## config.mk

```make
export PLATFORM = sky130hd
export DESIGN_NAME = cp2q_isqrt
export DESIGN_NICKNAME = d
export VERILOG_FILES = /design/src/hw/rtl/cp2q_pkg.sv /design/src/hw/rtl/cp2q_isqrt.sv
export SDC_FILE = /design/constraint.sdc
export NUM_CORES = 2
export LEC_CHECK = 0
export BUFFER_PORTS_ARGS = -buffer_cell sky130_fd_sc_hd__buf_4
export CAP_MARGIN = 25
export CELL_PAD_IN_SITES_DETAIL_PLACEMENT = 0
export CELL_PAD_IN_SITES_GLOBAL_PLACEMENT = 1
export CORE_ASPECT_RATIO = 0.75
export CORE_MARGIN = 8
export CORE_UTILIZATION = 46
export CTS_BUF_LIST = sky130_fd_sc_hd__clkbuf_8
export DETAILED_ROUTE_END_ITERATION = 10
export GPL_ROUTABILITY_DRIVEN = 0
export MAX_ROUTING_LAYER = met4
export PLACE_DENSITY = 0.89
export SLEW_MARGIN = 20
export SYNTH_ARGS = -nofsm -noshare
export SYNTH_HDL_FRONTEND = slang
export SYNTH_SLANG_ARGS = --single-unit
```

## constraint.sdc

```tcl
create_clock -name clk -period 12.4 [get_ports clk]
set_input_delay 1.24 -clock clk [delete_from_list [all_inputs] [get_ports clk]]
set_output_delay 1.24 -clock clk [all_outputs]
set_load 0.005 [all_outputs]
```

## src/hw/rtl/cp2q_pkg.sv

```systemverilog
// Shared constants for the camera pose to quaternion converter.
// No dependencies. Used by the square root unit, the divider lanes and the top level.
package cp2q_pkg;

    // Square root unit: 64-bit radicand, 32-bit root, two radicand bits per step.
    localparam int RAD_W       = 64;
    localparam int ROOT_W      = 32;
    localparam int SQRT_PER    = 4;
    localparam int SQRT_STAGES = RAD_W / (2 * SQRT_PER);

    // Normalized magnitudes lie below 2^31.
    localparam int MAG_W = 31;

    // Quotient bits resolved in each divider stage.
    localparam int DIV_PER = 4;

endpackage

```

## src/hw/rtl/cp2q_isqrt.sv

```systemverilog
// Pipelined floor integer square root, one root bit per step.
// Depends on cp2q_pkg. The caller owns the valid bits and drives one load enable per stage.
module cp2q_isqrt
    import cp2q_pkg::*;
(
    input  logic                     clk,
    input  logic [SQRT_STAGES-1:0]   adv,
    input  logic [RAD_W-1:0]         rad,
    output logic [ROOT_W-1:0]        root
);

    localparam int REM_W = ROOT_W + 3;

    logic [REM_W-1:0]  rem_reg  [SQRT_STAGES];
    logic [ROOT_W-1:0] root_reg [SQRT_STAGES];
    logic [RAD_W-1:0]  rad_reg  [SQRT_STAGES];

    genvar k;
    generate
        for (k = 0; k < SQRT_STAGES; k++) begin : g_stage
            logic [REM_W-1:0]  rem_in;
            logic [ROOT_W-1:0] root_in;
            logic [RAD_W-1:0]  rad_in;
            logic [REM_W-1:0]  rem_next;
            logic [ROOT_W-1:0] root_next;
            logic [RAD_W-1:0]  rad_next;

            // The first stage starts from an empty root and remainder.
            if (k == 0) begin : g_first
                assign rem_in  = '0;
                assign root_in = '0;
                assign rad_in  = rad;
            end
            else begin : g_rest
                assign rem_in  = rem_reg[k-1];
                assign root_in = root_reg[k-1];
                assign rad_in  = rad_reg[k-1];
            end

            // Bring down two radicand bits and try to subtract 4r+1.
            always_comb
            begin
                logic [REM_W-1:0]  rm;
                logic [REM_W-1:0]  rx;
                logic [REM_W-1:0]  trial;
                logic [ROOT_W-1:0] rt;
                logic [RAD_W-1:0]  rd;
                rm = rem_in;
                rt = root_in;
                rd = rad_in;
                for (int j = 0; j < SQRT_PER; j++)
                begin
                    rx    = {rm[REM_W-3:0], rd[RAD_W-1 -: 2]};
                    rd    = rd << 2;
                    trial = {1'b0, rt, 2'b01};
                    if (rx >= trial)
                    begin
                        rm = rx - trial;
                        rt = {rt[ROOT_W-2:0], 1'b1};
                    end
                    else
                    begin
                        rm = rx;
                        rt = {rt[ROOT_W-2:0], 1'b0};
                    end
                end
                rem_next  = rm;
                root_next = rt;
                rad_next  = rd;
            end

            always_ff @(posedge clk)
            begin
                if (adv[k])
                begin
                    rem_reg[k]  <= rem_next;
                    root_reg[k] <= root_next;
                    rad_reg[k]  <= rad_next;
                end
            end
        end
    endgenerate

    assign root = root_reg[SQRT_STAGES-1];

endmodule

```

* Word-level counts from Yosys, hierarchy flattened
Memories as Yosys holds them, arrays and structs flattened. Cells that the tools add are included.
Word-level totals: memories kept 3, register bits 0, word-level logic and storage cells 147, memory bits (writable) 984, input bits 73, output and inout port bits 32
Cells by class: add/sub/neg operators 32, order comparisons 32, mux-type cells 80
Memory list:
- rad_reg | depth 8, bits a word 56, read ports 7, clocked after Yosys merged registers in 0, write ports 8, line cp2q_isqrt.sv:16 | logic [RAD_W-1:0] rad_reg [SQRT_STAGES];
- rem_reg | depth 8, bits a word 35, read ports 7, clocked after Yosys merged registers in 0, write ports 8, line cp2q_isqrt.sv:14 | logic [REM_W-1:0] rem_reg [SQRT_STAGES];
- root_reg | depth 8, bits a word 32, read ports 8, clocked after Yosys merged registers in 0, write ports 8, line cp2q_isqrt.sv:15 | logic [ROOT_W-1:0] root_reg [SQRT_STAGES];
Operator list (count):
- greater-or-equal comparator 35 x 34 -> 1 bit | 28
- 2-to-1 mux 33 bit | 24
- subtractor 33 bit | 21
- 2-to-1 mux 35 bit | 8
- subtractor 35 x 34 -> 35 bit | 7
- 2-to-1 mux 1 bit | 48
- greater-or-equal comparator 35 x 3 -> 1 bit | 1
- greater-or-equal comparator 35 x 4 -> 1 bit | 1
- greater-or-equal comparator 35 x 5 -> 1 bit | 1
- subtractor 35 x 5 -> 35 bit | 1
- subtractor 33 x 3 -> 33 bit | 1
- subtractor 33 x 4 -> 33 bit | 1
- subtractor 2 x 1 -> 3 bit (second input constant) | 1
- greater-or-equal comparator 2 x 1 -> 1 bit (second input constant) | 1

* Logic depth before layout (Yosys ltp)
An unclocked memory read counts as a cell.
depth in word-level cells 9, mapped depth 64, gate-level depth less buffers 57

* Worst setup path after synthesis
OpenSTA, ideal clock, no wires.
kind reg2reg, from memory root_reg[6][10] (netlist: root_reg[1][74]), to memory root_reg[7][0] (netlist: root_reg[1][96]) (data pin), cell stages (with the launch flop) 62, buffers on the path 8, data required time 12.139 ns, clock period less this slack 12.417 ns, setup slack -0.017 ns, setup time 0.261 ns, arrival 12.156 ns, path through edfxtp_1 > inv_1 > ha_1 > clkbuf_1 > a21oi_1 > o21ai_0 > nor2_1 > a311o_1 > a21oi_1 > or2_1 > clkbuf_1 > clkbuf_1 > clkbuf_1 > a21oi_1 > ha_1 > and2_1 > nand3_1 > or3_1 > (+26 left out) > nor2_1 > xnor2_1 > ha_1 > a21oi_1 > nor2b_1 > o21ai_0 > nand2b_1 > a21oi_1 > nor2b_1 > o21ai_0 > nand2b_1 > a21oi_1 > nor2_1 > o31a_1 > o21ai_0 > nand3b_1 > a221o_1 > a221o_1
RTL lines (line):
- start: declaration | cp2q_isqrt.sv:15

==> run metrics <==
commonest non-fill, non-tap cells in the layout 706 x nor2_1, 701 x a21oi_1, 633 x nand2_1; CTS tree built; Crit Path Max Fanout 38; slowest stage delay, CP 520 ps; number of global-route vias before repair 55.8k; Detailed Place HPWL 164 mm; post-synthesis sequential area ratio between 20 and 30%; WP buf/inv 5; H-tree Lvls 3; clock tree buffer depth 3; Die Wd 448 µm; CTS Root Cell clkbuf_8; top cells by area, synth edfxtp_1 28%, ha_1 11%, xnor2_1 6.3%; initial core utilization ~46%; antenna violations before repair 2; max_cap viols 0; area leader, netlist edfxtp_1; clk sinks 599; setup TNS 0 ps; gr usage total a little over a quarter; pin count of the biggest net entering global routing 70; CTS clk-pin slew, worst paths 70 ps; Final min period about 12000 ps; die area between 150000 and 200000 µm²; Final Hold Vio Count 0; FILL cells 13.2k; final setup fails 0; DR pass1 iterations 8; ANT nets after route 0; area grow syn2layout 9.08%; worst relative slew slack 32.0%; Clock Latency Late Sink 860 ps; max reg flops 231; Hold Path Class reg -> reg; Initial DRC Count 6669; # DRC 0; Post-synth ARST share 0%; commonest non-fill, non-tap cell in the layout nor2_1; hold_buf cts 0; CP endpoint kind flop; slowest stage cell, crit path or4_1; routed wire length between 200 and 250 mm; Ys Warns 0; Slew Viols, Final 0; first-pass GRT wire length 317 mm; synthesized cell area 64400 µm²; clock buffer count from CTS just under 100; die height 340 µm; Slew @ Worst Pin just over 1000 ps; Core Region between 100000 and 150000 µm²; RSZ-0062 raised after global routing yes; clk_skew roughly 60 ps; share of cells above drive strength 1 9.42%; cell count after synthesis 7704; vias per cell 6.26; Port Buffer Count 104; wire per inst around 21 µm; Setup crit start kind flop; post-synth top area share 27.9%; Worst Path Required 13010 ps; Syn Area/Cell 8.36 µm²; Yosys cell types 128; GRT overflow 0; Fmax achieved 82.9 MHz; Main synth FF type edfxtp_1; #FFs+latches synth roughly 600; Worst EP arrival 12670 ps; Layout Nets 8477; final worst path period share 97.3%; status finished, final reports clean; routed vias 61.3k; EDFF count, synth 599; critical path class reg -> reg; Rows 119; io pins 105; CP top delay family compound AO/OA/AOI/OAI gates
## kinds of logic after synthesis
logic type                 after synthesis  synth area share (%)
muxes                                  120                  2.02
AOI/OAI and AO/OA                     2353                  24.0
xor gates and xnor gates               712                  9.68
DFF                                    599                  27.9
and+or+nand+nor                       2734                  21.7
buffers and inverters                  625                  3.84
other                                    1               0.00582
adders and majority gates              560                  10.9
## final timing paths
check	depth (start not counted)	start	to	slack, ps
setup / recovery	54	rem_reg[6][15]	root_reg[1][96]	340
hold / removal	0	rad_reg[1][26]	rad_reg[2][34]	380
setup reg to reg	54	rem_reg[6][15]	root_reg[1][96]	340
hold reg to reg	0	rad_reg[1][26]	rad_reg[2][34]	380
## routing by layer
layer | GRT usage [%] | vias to the layer above | wire (µm)
met5 | - | - | 0
met4 | 7.25 | 0 | 6210
met3 | 4.38 | 346 | 19000
met2 | 38.2 | 2793 | 87000
met1 | 37.7 | 28965 | 94000
li1 | - | 29204 | -
## timing repair
| item | CTS | global route |
|---|---|---|
| pin swaps | 0 | 11 |
| buffers inserted | 0 | 18 |
| cloned | 0 | 0 |
| endpoints found under the setup margin | 8 | 164 |
| gates resized for setup | 1 | 109 |
## per-stage QoR
step | setup WS, ps | hold WS (ps) | instance area [µm²] | utilization (%) | std cells
finish | 338 | 384 | 70300 | 50.3 | 9801
global route | -273 | 409 | 70300 | 50.3 | 9798
CTS | 29.9 | 386 | 69700 | 49.9 | 9779
detailed placement | 38.6 | 405 | 67800 | 48.6 | 9601
global placement | 41.1 | 401 | 67800 | 48.6 | 9601
floorplan | 175 | 400 | 64400 | - | 7707
## synthesized netlist by cell type (54+ instances only)
master	instances
inv_1	363
a31oi_1	88
nor3_1	207
ha_1	560
o31ai_1	81
a21o_1	294
edfxtp_1	599
a211oi_1	81
clkbuf_1	168
o21bai_1	72
and2_1	70
nand2_1	635
mux2_2	73
o211ai_1	67
o21ai_0	446
xor2_1	251
nor4_1	84
and3_1	85
xnor2_1	461
or3_1	71
o21a_1	85
nand4_1	136
nor2_1	707
nand3_1	232
nor2b_1	91
a21oi_1	710
nand2b_1	90
or2_2	54
## area by class of cell
class	count	area [µm²]	area share, %
antenna	4	10.0	0.0142
tap	1875	2350	3.34
inverter	378	1480	2.10
timing repair buffer	284	2260	3.22
clock buffer	98	1350	1.92
multi-input combinational	6483	44300	63.1
clock inverter	80	533	0.758
sequential	599	18000	25.6
Power is left out: the tool's default activity adds up to more than one toggle a clock period on the data nets, which glitch-free logic cannot reach.
