## src/hw/rtl/cp2q_pkg.sv

```systemverilog
// Shared constants for the camera pose to quaternion converter.
// No dependencies. Used by the square root unit, the divider lanes and the top level.
package cp2q_pkg;

    // Square root unit: 64-bit radicand, 32-bit root, two radicand bits per step.
    localparam int RAD_W       = 64;
    localparam int ROOT_W      = 32;
    localparam int SQRT_PER    = 4;
    localparam int SQRT_STAGES = RAD_W / (2 * SQRT_PER);

    // Normalized magnitudes lie below 2^31.
    localparam int MAG_W = 31;

    // Quotient bits resolved in each divider stage.
    localparam int DIV_PER = 4;

endpackage

```

## src/hw/rtl/cp2q_div.sv

```systemverilog
// One pipelined restoring divider lane: round(mag * 2^UNIT_FRAC_BITS / n), halves up.
// Depends on cp2q_pkg. The caller owns the valid bits and drives one load enable per stage.
module cp2q_div
    import cp2q_pkg::*;
#(
    parameter int UNIT_FRAC_BITS = 30
)
(
    input  logic                                          clk,
    input  logic [(UNIT_FRAC_BITS+DIV_PER)/DIV_PER:0]     adv,
    input  logic [MAG_W-1:0]                              mag,
    input  logic [ROOT_W-1:0]                             n,
    output logic [MAG_W-1:0]                              quo
);

    localparam int DIV_BITS = UNIT_FRAC_BITS + 1;
    localparam int ITS      = (UNIT_FRAC_BITS + DIV_PER) / DIV_PER;
    localparam int DVD_W    = MAG_W + DIV_BITS;

    logic [DVD_W-1:0]    dvd_reg;
    logic [ROOT_W-1:0]   n0_reg;
    logic [ROOT_W-1:0]   rem_reg [ITS];
    logic [DIV_BITS-1:0] low_reg [ITS];
    logic [DIV_BITS-1:0] q_reg   [ITS];
    logic [ROOT_W-1:0]   n_reg   [ITS];

    // Dividend with the half-divisor added for rounding.
    always_ff @(posedge clk)
    begin
        if (adv[0])
        begin
            dvd_reg <= (DVD_W'(mag) << UNIT_FRAC_BITS) + DVD_W'(n >> 1);
            n0_reg  <= n;
        end
    end

    genvar k;
    generate
        for (k = 0; k < ITS; k++) begin : g_stage
            logic [ROOT_W-1:0]   rem_in;
            logic [DIV_BITS-1:0] low_in;
            logic [DIV_BITS-1:0] q_in;
            logic [ROOT_W-1:0]   n_in;
            logic [ROOT_W-1:0]   rem_next;
            logic [DIV_BITS-1:0] low_next;
            logic [DIV_BITS-1:0] q_next;

            // The quotient fits in DIV_BITS bits, so the top of the dividend is
            // already below the divisor and seeds the remainder.
            if (k == 0) begin : g_first
                assign rem_in = {1'b0, dvd_reg[DVD_W-1 -: MAG_W]};
                assign low_in = dvd_reg[DIV_BITS-1:0];
                assign q_in   = '0;
                assign n_in   = n0_reg;
            end
            else begin : g_rest
                assign rem_in = rem_reg[k-1];
                assign low_in = low_reg[k-1];
                assign q_in   = q_reg[k-1];
                assign n_in   = n_reg[k-1];
            end

            // One quotient bit per step.
            always_comb
            begin
                logic [ROOT_W-1:0]   rm;
                logic [ROOT_W:0]     rx;
                logic [DIV_BITS-1:0] lw;
                logic [DIV_BITS-1:0] qq;
                rm = rem_in;
                lw = low_in;
                qq = q_in;
                for (int j = 0; j < DIV_PER; j++)
                begin
                    if (k * DIV_PER + j < DIV_BITS)
                    begin
                        rx = {rm, lw[DIV_BITS-1]};
                        lw = lw << 1;
                        if (rx >= {1'b0, n_in})
                        begin
                            rm = ROOT_W'(rx - {1'b0, n_in});
                            qq = {qq[DIV_BITS-2:0], 1'b1};
                        end
                        else
                        begin
                            rm = rx[ROOT_W-1:0];
                            qq = {qq[DIV_BITS-2:0], 1'b0};
                        end
                    end
                end
                rem_next = rm;
                low_next = lw;
                q_next   = qq;
            end

            always_ff @(posedge clk)
            begin
                if (adv[k+1])
                begin
                    rem_reg[k] <= rem_next;
                    low_reg[k] <= low_next;
                    q_reg[k]   <= q_next;
                    n_reg[k]   <= n_in;
                end
            end
        end
    endgenerate

    assign quo = MAG_W'(q_reg[ITS-1]);

endmodule

```

## config.mk

```make
export PLATFORM = sky130hd
export DESIGN_NAME = cp2q_div
export DESIGN_NICKNAME = d
export VERILOG_FILES = /design/src/hw/rtl/cp2q_pkg.sv /design/src/hw/rtl/cp2q_div.sv
export SDC_FILE = /design/constraint.sdc
export NUM_CORES = 2
export LEC_CHECK = 0
export BUFFER_PORTS_ARGS = -buffer_cell sky130_fd_sc_hd__buf_2
export CAP_MARGIN = 25
export CORE_ASPECT_RATIO = 1.5
export CORE_MARGIN = 10
export CORE_UTILIZATION = 65
export CTS_CLUSTER_SIZE = 8
export DETAILED_ROUTE_END_ITERATION = 8
export GPL_ROUTABILITY_DRIVEN = 1
export GPL_TIMING_DRIVEN = 0
export PLACE_DENSITY = 0.93
export SYNTH_ARGS = -nofsm -noshare
export SYNTH_HDL_FRONTEND = slang
export SYNTH_SLANG_ARGS = --single-unit
```

## constraint.sdc

```tcl
create_clock -name clk -period 15.74 [get_ports clk]
set_input_delay 0.787 -clock clk [delete_from_list [all_inputs] [get_ports clk]]
set_output_delay 0.787 -clock clk [all_outputs]
set_load 0.1 [all_outputs]
```

Word level (Yosys, flattened, before mapping)
Memory sizes are Yosys's and may differ from the RTL's.
Index checks and enable logic that the tools add are counted.

storage, ports and cells
  register bits = 94
  memory bits (writable) = 984
  input bits = 73
  word-level logic and storage cells = 147
  memories kept = 4

cells by class
  add/subtract/negate cells = 32
  magnitude comparators = 31
  muxes and demuxes = 78

memories
  memory   words  width  read ports  clocked after Yosys merged registers in  wr ports  line            RTL
  n_reg    8      32     7           0                                        8         cp2q_div.sv:25  logic [ROOT_W-1:0] n_reg [ITS];
  rem_reg  8      32     7           0                                        8         cp2q_div.sv:22  logic [ROOT_W-1:0] rem_reg [ITS];
  q_reg    8      31     8           0                                        8         cp2q_div.sv:24  logic [DIV_BITS-1:0] q_reg [ITS];
  low_reg  8      28     7           0                                        8         cp2q_div.sv:23  logic [DIV_BITS-1:0] low_reg [ITS];

operators with widths
  operator          number
  $mux W32          31
  $sub A32 B32 Y32  31
  $ge A33 B32 Y1    30
  $add A61 B31 Y62  1
  $mux W1           47
  $ge A32 B32 Y1    1

Logic depth before layout (Yosys ltp)
An unclocked memory read counts as a cell.

  word-level depth = 9
  depth in mapped cells = 62
  mapped depth without buffers = 55

Worst setup path before layout
Ideal clock, no wire load.

  kind = register to register
  start point = mem n_reg[1][14]
  end point = mem rem_reg[2][23] (data pin)
  arrival = 11.553 ns
  setup slack = 3.927 ns
  stages on the path, launching flop included = 58
  buffers on the path = 6
  period minus slack after synthesis = 11.813 ns
  cells stage by stage = edfxtp_1 inv_1 ha_1 a21o_1 a41oi_1 o21ai_1 o31a_1 a2111o_1 o21ai_1 a31o_2 clkbuf_1 clkbuf_1 nor2_1 a21oi_1 inv_1 ha_1 nor2b_1 o31a_1 (+22 left out) buf_2 buf_2 a21oi_1 ha_1 nor2b_1 o21ai_0 a21oi_1 o21ai_0 a31oi_1 o21ai_0 nand2b_1 a21o_1 o31a_1 a41oi_1 o211ai_1 nand3b_2 buf_4 mux2_2

RTL lines
  item         line
  from (decl)  cp2q_div.sv:25
  to (decl)    cp2q_div.sv:22

==> Flow_metrics.wiki <==
{| class="wikitable"
! Metric !! Value
|-
| Run status || finished, final reports clean
|-
| Nets@finish || 10.1k
|-
| Post-route standard cell area excluding fillers || 84000 um^2
|-
| Rows || approximately 160
|-
| Clock Latency Late Sink || ~740 ps
|-
| Post-synthesis average cell area || between 8 and 9 um^2
|-
| Vert. Die Dim || 446 um
|-
| Pre-CTS setup slack || approximately 88 ps
|-
| Final hold viol count || 0
|-
| Worst r2r src || n_reg[3][15]
|-
| GR Overflow Total || 0
|-
| Simple-gate share of the synthesized area || 13.7%
|-
| Seq/Total Area, Yosys || about a quarter
|-
| Longest Clk Path Bufs || 3
|-
| Worst Hold Class || in -> reg
|-
| Starting utilization of the core area || between 60% and 70%
|-
| Initial antenna violation count || 1
|-
| Setup skew after layout || around 54 ps
|-
| Number of cells in the finished layout apart from fillers || between 10k and 15k
|-
| Cell count after synthesis || ~9k
|-
| Port Buffers || slightly above 100
|-
| Worst Slack Setup Final || between 400 and 500 ps
|-
| Compound-gate portion of the synthesized area || 22.1%
|-
| Origin of the worst setup path || n_reg[3][15]
|-
| Nets in the synthesized netlist || around 9.9k
|-
| Detail-routed net length per standard cell || between 20 and 25 um
|-
| Clock-pin slew on the worst setup and hold paths || roughly 50 ps
|-
| Final wirelength || between 200000 and 300000 um
|-
| Distinct cells, synth || 120
|-
| Number of max-slew violations in the final report || 0
|-
| Post-synthesis share of cell area spent on xor and xnor gates || approximately a tenth
|-
| # H-tree levels || 3
|-
| Critical path class || reg -> reg
|-
| Number of hold buffers added after cts || 0
|-
| Transition at the pin with the smallest max-transition slack || slightly above 1000 ps
|-
| Cell count after placement || about 10k
|-
| Time the worst path needs with I/O delays and setup || 15270 ps
|-
| Async set-reset flop share out of synthesis || 0%
|-
| Hold Crit Start || n[19]
|-
| Boundary Pins || 104
|-
| Post-synth design cell area || about 78000 um^2
|-
| Post-route antenna net violation count || 0
|-
| Max Fanout on Critical Path || 10
|-
| Count of routing violations after the opening detailed-route iteration || a little over 6k
|-
| Synth-to-Final Area Change || 7.03%
|-
| Max Fclk || between 60 and 70 MHz
|-
| Required time at the worst-slack endpoint || approximately 16000 ps
|-
| Routability cong. || a little over 1
|-
| Cell area reported after detailed placement || a little over 80000 um^2
|-
| Multiplexer share of the synthesized area || 9.57%
|-
| Flops & latches, synth || roughly 660
|-
| Width of the die || approximately 300 um
|-
| Full die area || 135000 um^2
|-
| Main combinational cell family by area after synthesis || compound AO/OA/AOI/OAI gates
|-
| Maximum number of pins on one net before global-route repair || 81
|-
| Headroom to the max-slew limit || 30.1%
|-
| Critical path launch point type || flip-flop
|-
| Post-detailed-route via-to-cell ratio || 6.70
|-
| Number of flops mapped to enable cells by yosys || approximately 660
|-
| Most instantiated flip-flop cell in the synthesis netlist || edfxtp_1
|-
| Count of yosys warnings during synthesis || 0
|-
| Library cell occupying the most area in the post-synthesis netlist || edfxtp_1
|-
| Largest cells by area after synthesis || edfxtp_1, ha_1, mux2_2
|-
| Data arrival at the endpoint of the critical path || approximately 16000 ps
|-
| Count of clock tree sinks || around 660
|-
| Portion of the clock cycle consumed by the worst path in the final layout || 97.0%
|-
| Adder-cell share of the synthesized area || between 15 and 20%
|-
| Final setup violation count || 0
|-
| Cell seen most often among critical-path stages || a21oi_1
|-
| Number of violations of the max-capacitance limit || 0
|-
| Core region area || between 100000 and 150000 um^2
|-
| Global-route total usage across every layer || 36.8%
|-
| Endpoint type of the worst setup path || flip-flop
|-
| Via count of the first global-routing pass || roughly 70k
|-
| Total vias in the final route || between 70k and 80k
|-
| Wire length of the first global-routing pass || roughly 390000 um
|-
| TritonCTS buffer count || 93
|-
| Worst-path cell with the longest stage delay || or4b_2
|-
| Area share of the largest cell type after synthesis || 25.1%
|-
| Detailed-routing iteration count for the pre-antenna-repair pass || 6
|-
| Tightest hold margin || 235 ps
|-
| Slowest stage delay, CP || around 670 ps
|-
| Fraction of layout instances using a drive strength above 1 || 11.5%
|-
| CTS tree || done
|-
| Remaining design rule violation count || 0
|-
| Cell chosen for the clock root || clkbuf_16
|-
| DP Wirelength || roughly 210000 um
|}
path summary, 6_finish.rpt:
path                         end  slack [ps]  cells past startpoint
setup / recovery  rem_reg[4][28]         470                     54
hold reg to reg     q_reg[1][19]         380                      0
hold / removal       dvd_reg[18]         240                      1
setup reg to reg  rem_reg[4][28]         470                     54
per-layer routing:
metal	part of all wire [%]	track usage, %	vias up
li1	-	-	33300
met1	36	39.0	33700
met2	47	62.5	3074
met3	6.2	5.51	1099
met4	11	34.4	2
met5	0.0034	0	-
cells in the final DEF (no fill, tap or decap), types with 53 or more instances in the layout:
cell type  Yosys  routed
ha_1         994     994
a21oi_1      903     902
edfxtp_1     655     655
nand2_1      619     619
xnor2_1      568     568
o21ai_0      553     546
nor2_1       537     537
inv_1        514     513
mux2_2       467     467
a21o_1       409     409
xor2_1       267     267
nand3_1      180     180
buf_2         56     152
nand4_1      147     147
nor3_1       148     147
nand2b_1     132     132
o21a_1       125     125
nor2b_1      119     119
o21bai_1     105     105
clkbuf_16      0      93
a31oi_1       86      85
a211oi_1      81      79
mux2_4        69      69
clkbuf_1      73      64
and3_1        64      64
mux2i_1       64      62
o31ai_1       58      53
cell type report:
cell class | count | area (um^2)
multi-input cells | 7449 | 56100
fillers | 9640 | 36200
flip-flops and latches | 655 | 19700
clock buffers | 96 | 2340
well taps | 1580 | 1980
inverters | 523 | 1970
plain buffers | 176 | 958
repair buffers | 122 | 803
clock inverters | 13 | 198
diodes | 2 | 5.00
worst max-delay path: cells and delay by family, from the launching register on:
family	cells	cell delay, ps
simple gates	9	2190
flops	1	440
xor+xnor	1	80
compound gates	31	8370
fa+ha+maj	5	1850
buf+inv	5	1460
mux	3	700
metrics by stage:
stage / util (%) / setup TNS, ps
2_1_floorplan: - / 0
3_3_place_gp: 67.4 / 0
3_5_place_dp: 67.5 / 0
4_1_cts: 69.6 / 0
5_1_grt: 69.9 / -76.5
6_report: 69.9 / 0
cell families after synthesis:
logic type | count (synthesis)
compound gates | 2728
fa+ha+maj | 1024
simple gates | 2211
xor+xnor | 835
buf+inv | 699
flops | 655
mux | 651
synth_stat cells (35+ instances only):
master,n
ha_1,994
o21a_1,125
o21bai_1,105
o31ai_1,58
a21o_1,409
and3_1,64
o211ai_1,38
buf_2,56
mux2_1,51
nor3_1,148
nand3_1,180
and2_1,47
nor2_1,537
or2_2,51
a21oi_1,903
xor2_1,267
edfxtp_1,655
xnor2_1,568
a31oi_1,86
nand2b_1,132
mux2_4,69
nand2_1,619
a211oi_1,81
nor4_1,39
clkbuf_1,73
o21ai_0,553
inv_1,514
mux2_2,467
nand4_1,147
and4_1,35
mux2i_1,64
nor2b_1,119
timing repair:
| action | in CTS | in global routing |
|---|---|---|
| endpoints found under the setup margin | 0 | 231 |
| resized for setup | 0 | 69 |
| setup buffers | 0 | 10 |
Power is left out: the tool's default activity adds up to more than one toggle a clock period on the data nets, which glitch-free logic cannot reach.
